## src/rtl/rbrm_pkg.sv

```systemverilog
// Shared types and constants of the shadow bitmap range marker.
`default_nettype none
package rbrm_pkg;

   localparam int ADDR_BITS_DEFAULT     = 20;
   localparam int GRANULE_BYTES_DEFAULT = 16;

   localparam int BASE_W   = 20;
   localparam int LEN_W    = 21;
   localparam int SUM_W    = 22;
   localparam int WIDX_W   = 10;
   localparam int WORD_W   = 64;
   localparam int STATUS_W = 2;

   localparam logic [STATUS_W-1:0] STATUS_DONE    = 2'd0;
   localparam logic [STATUS_W-1:0] STATUS_SKIPPED = 2'd1;
   localparam logic [STATUS_W-1:0] STATUS_RANGE   = 2'd2;

   localparam logic REQ_MARK  = 1'b0;
   localparam logic REQ_CLEAR = 1'b1;

   typedef struct packed {
      logic              req_type;
      logic [BASE_W-1:0] obj_base;
      logic [LEN_W-1:0]  obj_len;
      logic              obj_tagged;
   } rbrm_req_type;

   typedef struct packed {
      logic [STATUS_W-1:0] status;
      logic [WIDX_W-1:0]   first_word_index;
      logic [WIDX_W-1:0]   last_word_index;
      logic [WORD_W-1:0]   first_word_mask;
      logic [WORD_W-1:0]   last_word_mask;
   } rbrm_rsp_type;

   // Commands from the controller to the datapath.
   typedef struct packed {
      logic accept;
      logic clear_step;
      logic write_first;
      logic write_last;
      logic fill_start;
      logic fill_step;
      logic set_skip;
      logic load_rsp;
   } rbrm_cmd_type;

   // Status from the datapath to the controller.
   typedef struct packed {
      logic clear_last;
      logic oor;
      logic in_map;
      logic skip;
      logic multi;
      logic fill_more;
   } rbrm_stat_type;

endpackage
`default_nettype wire

```

## src/rtl/rbrm_controller.sv

```systemverilog
// Controller: sequences the clearing pass and the word writes of each request.
`default_nettype none
module rbrm_controller (
   input  wire logic                    clock,
   input  wire logic                    reset,
   input  wire logic                    req_valid,
   output logic                         req_stall,
   output logic                         rsp_valid,
   input  wire logic                    rsp_stall,
   input  wire rbrm_pkg::rbrm_stat_type stat,
   output rbrm_pkg::rbrm_cmd_type       cmd
);
   import rbrm_pkg::*;

   typedef enum logic [5:0] {
      ST_CLEAR = 6'b000001,
      ST_IDLE  = 6'b000010,
      ST_CHECK = 6'b000100,
      ST_LAST  = 6'b001000,
      ST_FILL  = 6'b010000,
      ST_DONE  = 6'b100000
   } state_type;

   state_type state_ff, state_in;
   logic      rsp_valid_ff, rsp_valid_in;
   logic      rsp_free;

   assign rsp_free  = !rsp_valid_ff || !rsp_stall;
   assign req_stall = state_ff != ST_IDLE;
   assign rsp_valid = rsp_valid_ff;

   always_comb begin
      state_in = state_ff;
      cmd      = '0;
      unique case (state_ff)
         ST_CLEAR: begin
            cmd.clear_step = 1'b1;
            if (stat.clear_last) begin
               state_in = ST_IDLE;
            end
         end
         ST_IDLE: begin
            if (req_valid) begin
               cmd.accept = 1'b1;
               state_in   = ST_CHECK;
            end
         end
         ST_CHECK: begin
            if (stat.oor || !stat.in_map || stat.skip) begin
               cmd.set_skip = !stat.oor && stat.in_map;
               cmd.load_rsp = rsp_free;
               state_in     = rsp_free ? ST_IDLE : ST_DONE;
            end else begin
               cmd.write_first = 1'b1;
               if (stat.multi) begin
                  state_in = ST_LAST;
               end else begin
                  cmd.load_rsp = rsp_free;
                  state_in     = rsp_free ? ST_IDLE : ST_DONE;
               end
            end
         end
         ST_LAST: begin
            cmd.write_last = 1'b1;
            cmd.fill_start = 1'b1;
            state_in       = ST_FILL;
         end
         ST_FILL: begin
            if (stat.fill_more) begin
               cmd.fill_step = 1'b1;
            end else begin
               cmd.load_rsp = rsp_free;
               state_in     = rsp_free ? ST_IDLE : ST_DONE;
            end
         end
         ST_DONE: begin
            if (rsp_free) begin
               cmd.load_rsp = 1'b1;
               state_in     = ST_IDLE;
            end
         end
         default: begin
            state_in = ST_CLEAR;
         end
      endcase
   end

   always_comb begin
      rsp_valid_in = rsp_valid_ff;
      if (cmd.load_rsp) begin
         rsp_valid_in = 1'b1;
      end else if (!rsp_stall) begin
         rsp_valid_in = 1'b0;
      end
   end

   always_ff @(posedge clock) begin
      if (reset) begin
         state_ff     <= ST_CLEAR;
         rsp_valid_ff <= 1'b0;
      end else begin
         state_ff     <= state_in;
         rsp_valid_ff <= rsp_valid_in;
      end
   end

endmodule
`default_nettype wire

```

## config.mk

```make
export PLATFORM = sky130hd
export DESIGN_NAME = rbrm_controller
export DESIGN_NICKNAME = d
export VERILOG_FILES = /design/src/rtl/rbrm_pkg.sv /design/src/rtl/rbrm_controller.sv
export SDC_FILE = /design/constraint.sdc
export NUM_CORES = 1
export LEC_CHECK = 0
export ABC_AREA = 0
export BUFFER_PORTS_ARGS = -buffer_cell sky130_fd_sc_hd__buf_2
export CELL_PAD_IN_SITES_DETAIL_PLACEMENT = 0
export CELL_PAD_IN_SITES_GLOBAL_PLACEMENT = 1
export CORE_UTILIZATION = 30
export CTS_BUF_LIST = sky130_fd_sc_hd__clkbuf_8
export CTS_CLUSTER_SIZE = 40
export DETAILED_ROUTE_END_ITERATION = 10
export GPL_TIMING_DRIVEN = 1
export PLACE_DENSITY = 0.72
export SLEW_MARGIN = 0
export SYNTH_ARGS = -nofsm -noshare
export SYNTH_HDL_FRONTEND = slang
export SYNTH_SLANG_ARGS = --single-unit
```

## constraint.sdc

```tcl
create_clock -name clock -period 2 [get_ports clock]
set_clock_uncertainty 0.05 [all_clocks]
set_input_delay 0.3 -clock clock [delete_from_list [all_inputs] [get_ports clock]]
set_output_delay 0.3 -clock clock [all_outputs]
set_load 0.01 [all_outputs]
```

# Yosys cells after proc, flatten, opt, wreduce, memory -nomap -nowiden
# Cells that the tools add are included.
# op_classes
n_addsub	0
mul	0
n_div	0
order_cmp	0
n_eq_ne	12
n_shift	0
mux	25
n_bitwise	0
n_reduce_logical	9
# op_table
op	n
$mux W6	7
$pmux W6 S6	1
$mux W1	15
$ne A2 B2 Y1 const B	4
$eq A6 B1 Y1 const B	1
$eq A6 B2 Y1 const B	1
$eq A6 B3 Y1 const B	1
$eq A6 B4 Y1 const B	1
$eq A6 B5 Y1 const B	1
$eq A6 B6 Y1 const B	1
$ne A6 B2 Y1 const B	1
$logic_not A1 Y1	4
$reduce_and A4 Y1	1
$logic_or A1 B1 Y1	3
$pmux W1 S3	1
$mux W2	1
$ne A2 B1 Y1 const B	1
$logic_and A1 B1 Y1	1
# totals
ff_bits	7
latchBits	0
ramBits	0
rom_bits	0
mem_count	0

# Longest topological paths before layout
# Gate-level depths: netlist (run 1).
# depth
word_depth	6
ltp_mapped	6
depth_no_buf	5

# Least setup slack after synthesis (run 1)
# Ideal clock, no wire load.
# synth_timing
path_type	register to output
startpoint	reg state_ff[3]
endpoint	out cmd[4] (netlist name)
arrival_time_ns	1.648
required_ns	1.650
setup_slack_ns	0.002
stages_incl_launch_ff	5
n_path_buf	1
path_cell_list	dfxtp_1 inv_1 or4_2 nor3_1 buf_4
# synth_lines
item	line_no	source
start: declaration	rbrm_controller.sv:24	state_type state_ff, state_in;
start signal: assignment	rbrm_controller.sv:102	state_ff <= state_in;
end: declaration	rbrm_controller.sv:11	output rbrm_pkg::rbrm_cmd_type cmd

==> key figures, run 1 <==
Critical path
  – Critical R2R Capture: state_ff[1]$_SDFFE_PP0P_
  – Total stage count of the critical path: 4
  – Critical Path AT: 1.75 ns
  – Crit path buf inv count: 2
  – CP Cell Sequence: or4b_4 > or4b_4 > inv_2 > buf_6
  – Critical path endpoint: cmd[2]
  – Element type at the critical path end: output port
  – CP Class: flop to output port
  – Critical Path RT: about 1.7 ns
  – Delay-heaviest family, CP: simple AND/OR/NAND/NOR gates
  – Worst R2R Start: state_ff[0]$_SDFFE_PP1P_
  – CP max stage delay: 0.53 ns
  – CP Launch Type: flop
  – Slowest cell on crit path: or4b_4
  – Worst reg-to-reg setup slack: 0.02 ns
  – Crit Path Max Fanout: 2
  – Most used cell, CP: or4b_4
  – R2r worst-path depth: 5
  – Worst setup path start: state_ff[0]$_SDFFE_PP1P_

Finish
  – Ratio of cells with drive above 1 in the final layout: 0.5795
  – Final core occ: 0.5299
  – Antenna Cells: 0
  – Fin nets: about 100
  – Syn-to-layout area delta: 64.86%
  – Non-filler cells, final: between 100 and 150
  – Fillers: ~140
  – FF+latch area: approximately 140 um2
  – Multi-input logic area: 387.9 um2
  – Final instance area: roughly 800 um2

STA
  – Final Hold Violating Endpoints: 0
  – Final cycle utilization of the critical path: 1.050
  – Final setup fails: 2
  – Worst-margin pin slew: between 0.7 and 0.8 ns
  – Fmax: between 0.4 and 0.5 GHz
  – Slew Viols, Final: 0
  – Final worst path period need: 2.100 ns
  – Final worst setup slack: -0.09974 ns
  – Headroom to the max-slew limit: 0.5021
  – Unrepaired setup endpoints after global routing: yes

Global route
  – Total track usage: 0.1520
  – Largest net degree at the start of global routing: 10
  – First-pass GRT wire length: 2.090 mm
  – Initial antenna violation count: 0
  – Total gr overflow: 0
  – Vias in the first global route: 519

Min path
  – Worst min-delay path category: input port to flop

Clock tree
  – CTS tree: done
  – # hold bufs at CTS: 0
  – Num CTS Buffers: 3
  – Skew-Pair Late Insertion Delay: 0.23 ns
  – CTS max path bufs: 2
  – TritonCTS Sinks: 7
  – H-tree levels: 1
  – Root Driver: clkbuf_8
  – Clock-pin slew on the worst setup and hold paths: roughly 0.040 ns

Placed design
  – Placer Congestion: about 0.76
  – Cell Count Post-Placement: 97
  – I/O Buffers: 19
  – DP HPWL: 990.5 um
  – Placed inst area: 620.6 um2
  – DP Worst Slack: -0.08753 ns

Run status
  – Status: finished with violations
  – Failing checks: setup timing

Drt
  – Via/cell ratio: ~5.4
  – DRT Pass-1 Iters: 4
  – WL final: between 1 and 1.5 mm
  – Iteration-0 DRC Markers: 11
  – Vias: about 570
  – DRC: 0
  – WL per Instance: between 10 and 15 um
  – Final ANT Viol Nets: 0

Synthesis
  – Number of enable flip-flop cells after synthesis: 0
  – Commonest cells in the netlist: dfxtp_1, nor3_1, nor2_1, inv_1, nand2_1
  – Post-synth top area share: 0.2894
  – FFs w/ async S/R, synth: 0
  – Yosys reg bits: 7
  – Syn Nets: 70
  – Yosys top cell by area: dfxtp_1
  – Yosys warnings: 0
  – Yosys cell types: 30
  – Seq/Total Area, Yosys: 0.2894
  – Synth top area cells: dfxtp_1, nor3_1, nor2_1
  – Syn_area_per_cell: between 8 and 9 um2
  – Cell Area, Synth: between 400 and 500 um2
  – Primary FF master, synth: dfxtp_1
  – Synthesized instance count: 60

Die
  – Die Y: approximately 42 um
  – Ports: 20
  – Die X: about 42 um
  – Rows: 14
  – Core box area: 1506 um2
  – Die area: approximately 1800 um2
  – Starting Density: 0.3214

Pwr
  – VDD IR max: 354.1 uV
  – PnR Total Power: about 0.70 mW
  – Leakage: around 0.32 nW
  – Power Internal: roughly 0.46 mW
  – Sw power: around 0.24 mW
  – PwrDens: roughly 880 nW/um2
  – Logic pwr share: 0.469
  – Net Sw Frac: 0.3472
  – Sequential power share: 0.252
  – Clock network power share: 0.278

Flow run
  – Max-Cap Viols: 0
placed cells by master, fill, tap and decap left out, types with 2 or more instances in the layout:
cell	Yosys	routed
buf_2	1	17
buf_4	2	7
inv_1	5	5
nor2_1	6	5
buf_6	0	4
dfxtp_1	7	4
nor3_4	0	3
nand2_1	3	3
nor3_1	7	3
clkbuf_8	0	3
dfxtp_2	0	3
or4_4	0	2
or4b_4	1	2
a21oi_1	2	2
nand4b_1	2	2
repair_timing:
item | CTS | global route
endpoints found under the setup margin | 7 | 6
setup buffers | 1 | 2
resized for setup | 16 | 9
pin swaps | 5 | 4
power by group through the flow:
stage,combinational [mW],sequential (mW),clock (mW)
after floorplan,0.157,0.183,0
after global placement,0.266,0.173,0
after detailed placement,0.266,0.173,0
after CTS,0.292,0.173,0.200
after global routing,0.358,0.180,0.206
final,0.330,0.177,0.196
logic make-up after synthesis:
logic type	count (synthesis)	synth area share
buffers and inverters	9	0.08783
flip-flops	7	0.2894
AO/OA/AOI/OAI	9	0.1576
XOR/XNOR	1	0.01809
AND/OR/NAND/NOR	33	0.4238
adder cells (fa/ha/maj)	1	0.02325
tightest hold or removal path, stage by stage:
cell and delay, ns:
buf_2 0.10, inv_1 0.06, nor4_1 0.05
metrics by stage:
stage / hold slack, ns / TNS [ns]
2_1_floorplan: 0.3191 / 0
3_3_place_gp: 0.4921 / -0.1256
4_1_cts: 0.2766 / -0.1648
6_report: 0.2690 / -0.1899
3_5_place_dp: 0.5004 / -0.1044
5_1_grt: 0.2900 / -0.4063
area by class of cell:
cell class                 count  area share
timing repair buffer          28      0.2288
clock inverter                 1    0.004702
clock buffer                   3     0.05172
multi-input combinational     44      0.4859
tap                           16     0.02508
sequential                     7      0.1803
inverter                       5     0.02351
layer usage:
metal | share of wire | vias up | track usage
met2 | 0.49 | 25 | 0.2677
met1 | 0.45 | 258 | 0.1799
met3 | 0.063 | 0 | 0.04310
met5 | 0 | - | 0
met4 | 0 | 0 | 0.03750
li1 | - | 282 | -
registers in the layout, indices dropped and copies added, names as in the netlist:
signal,cells
state_ff,6
rsp_valid,1
worst min-delay path by stage:
stage	from	to	slack, ns	cells past startpoint
final	req_valid	state_ff[2]$_SDFFE_PP0P_	0.27	3
after global placement	rsp_valid$_SDFFE_PP0P_	state_ff[5]$_SDFFE_PP0P_	0.49	2
after CTS	req_valid	state_ff[2]$_SDFFE_PP0P_	0.28	3
after detailed placement	rsp_valid$_SDFFE_PP0P_	state_ff[5]$_SDFFE_PP0P_	0.50	2
after floorplan	reset	rsp_valid$_SDFFE_PP0P_	0.32	1
after global routing	req_valid	state_ff[2]$_SDFFE_PP0P_	0.29	3
No activity file was read; power rests on OpenSTA's default activity.
==> inputs of run 2 (changes only) <==
REMOVE_ABC_BUFFERS = 1   (was unset)
SETUP_SLACK_MARGIN = 0.1   (was unset)
==> run 2 against run 1 <==
  * The flow still finishes with violations (setup timing)
  * Global-route usage increased by 1.3 points
  * Clock power about the same
  * Sequential share of layout area down 0.63 points
  * Critical endpoint unchanged
==> key figures, run 2 (synthesis gave the netlist of run 1 again) <==
Pwr
  – Leakage: 0.3458 nW (+7.0%)
  – VDD IR max: 661.8 uV (+87%)
  – PwrDens: 884.6 nW/um2 (+0.44%)

Finish
  – Most common cell after layout, fill and taps aside: buf_2
  – Final instance area: 827.0 um2 (+3.6%)
  – Fin nets: 103 (+4.0%)
  – Ratio of cells with drive above 1 in the final layout: 0.6087 (+0.02915)
  – Multi-input logic area: 392.9 um2 (+1.3%)
  – Final core occ: 0.5490 (+0.01910)
  – Top reg by flops: state_ff
  – Max reg flops: 6 (unchanged)
  – Most frequent cells in the layout: buf_2, buf_4, inv_1, nor2_1
  – FF+latch area: 143.9 um2 (unchanged)
  – Syn-to-layout area delta: 70.80%
  – Antenna Cells: 0 (unchanged)
  – Fillers: 132 (-7.7%)
  – Non-filler cells, final: 108 (+3.8%)

Placed design
  – I/O Buffers: 19 (unchanged)
  – Cell Count Post-Placement: 100 (+3.1%)
  – Placer Congestion: 0.7561 (-0.58%)
  – DP Worst Slack: -0.07549 ns (+0.01205 ns)
  – Placed inst area: 643.1 um2 (+3.6%)
  – DP HPWL: 949.1 um (-4.2%)

STA
  – Slew Viols, Final: 0 (unchanged)
  – Final setup fails: 2 (unchanged)
  – Unrepaired setup endpoints after global routing: yes
  – Setup TNS: -0.1957 ns (-0.005750 ns)
  – Final worst setup slack: -0.1269 ns (-0.02720 ns)
  – Headroom to the max-slew limit: 0.4797 (-0.02237)
  – Worst-margin pin slew: 0.7699 ns (+0.03310 ns)
  – Final cycle utilization of the critical path: 1.063 (+0.01360)
  – Final worst path period need: 2.127 ns (+0.02720 ns)
  – Final Hold Violating Endpoints: 0 (unchanged)
  – Fmax: 0.4702 GHz (-1.3%)

Die
  – Die X: 42.18 um (unchanged)
  – Die Y: 42.18 um (unchanged)
  – Ports: 20 (unchanged)
  – Rows: 14 (unchanged)
  – Die area: 1779 um2 (unchanged)
  – Core box area: 1506 um2 (unchanged)
  – Starting Density: 0.3214 (unchanged)

Critical path
  – Crit Path Max Fanout: 2 (unchanged)
  – Worst setup path start: state_ff[0]$_SDFFE_PP1P_
  – CP Launch Type: flop
  – Critical Path RT: 1.65 ns (about the same)
  – Worst reg-to-reg setup slack: 0.05 ns (+0.03 ns)
  – Worst R2R Start: state_ff[0]$_SDFFE_PP1P_
  – Critical Path AT: 1.78 ns (+0.03 ns)
  – Element type at the critical path end: output port
  – CP Class: flop to output port

Clock tree
  – # hold bufs at CTS: 0 (unchanged)
  – Root Driver: clkbuf_8
  – TritonCTS Sinks: 7 (unchanged)
  – H-tree levels: 1 (unchanged)
  – Num CTS Buffers: 3 (unchanged)
  – CTS tree: done
  – Skew-Pair Late Insertion Delay: 0.23 ns (about the same)
  – CTS max path bufs: 2 (unchanged)
  – Clock-pin slew on the worst setup and hold paths: 0.05 ns (about the same)

Run status
  – Status: finished with violations
  – Failing checks: setup timing

Drt
  – WL per Instance: 12.55 um (+0.60%)
  – Via/cell ratio: 5.370 (-1.1%)
  – DRT Pass-1 Iters: 4 (unchanged)
  – DRC: 0 (unchanged)
  – Vias: 580 (+2.7%)
  – WL final: 1.355 mm (+4.5%)
  – Final ANT Viol Nets: 0 (unchanged)
  – Iteration-0 DRC Markers: 31 (+20)

Flow run
  – Max-Cap Viols: 0 (unchanged)

Min path
  – Worst min-delay path category: input port to flop
  – Hold Crit Start: req_valid

Global route
  – Largest net degree at the start of global routing: 9 (-1)
  – Total gr overflow: 0 (unchanged)
  – Initial antenna violation count: 0 (unchanged)
  – First-pass GRT wire length: 2.145 mm (+2.6%)
  – Total track usage: 0.1655 (+0.01348)
  – Vias in the first global route: 511 (-1.5%)
run 2: layer usage:
metal / routed length, um / vias up / track usage
met5: 0 / - / 0
met4: 16 / 0 / 0.09375
met3: 87 / 2 / 0.05603
met2: 593 / 24 / 0.2492
met1: 658 / 263 / 0.2042
li1: - / 291 / -
run 2: per-stage QoR:
step	hold slack (ns)	total power [mW]
floorplan	0.3191	0.3330
CTS	0.2841	0.6837
finish	0.2860	0.7316
global route	0.2970	0.7730
global placement	0.4886	0.4361
detailed placement	0.4933	0.4362
run 2: path summary, 6_finish.rpt:
check | end | cells past startpoint
max | cmd[2] | 4
min | state_ff[2]$_SDFFE_PP0P_ | 3
max reg2reg | state_ff[0]$_SDFFE_PP1P_ | 4
min reg2reg | state_ff[5]$_SDFFE_PP0P_ | 2
run 2: worst max-delay path, cell delays in order, from the launching register on:
cell	delay, ns
dfxtp_2	0.31
or4b_4	0.53
or4b_4	0.54
inv_2	0.08
buf_6	0.09
run 2: power breakdown:
part	leakage [nW]	internal, mW	switching (mW)	total (mW)
Combinational	0.261	0.182	0.177	0.359
Clock	0.0269	0.133	0.0622	0.195
Sequential	0.0575	0.163	0.0148	0.178
run 2: layout make-up:
type                       count  area share
multi-input combinational     44      0.4750
timing repair buffer          32      0.2496
sequential                     7      0.1740
clock buffer                   3     0.04992
tap                           16     0.02421
inverter                       5     0.02269
clock inverter                 1    0.004539
run 2: timing repair:
| item | in CTS | in global routing |
|---|---|---|
| endpoints found under the setup margin | 11 | 10 |
| pin swaps | 12 | 6 |
| cloned | 0 | 0 |
| setup buffers | 3 | 1 |
| gates resized for setup | 19 | 6 |
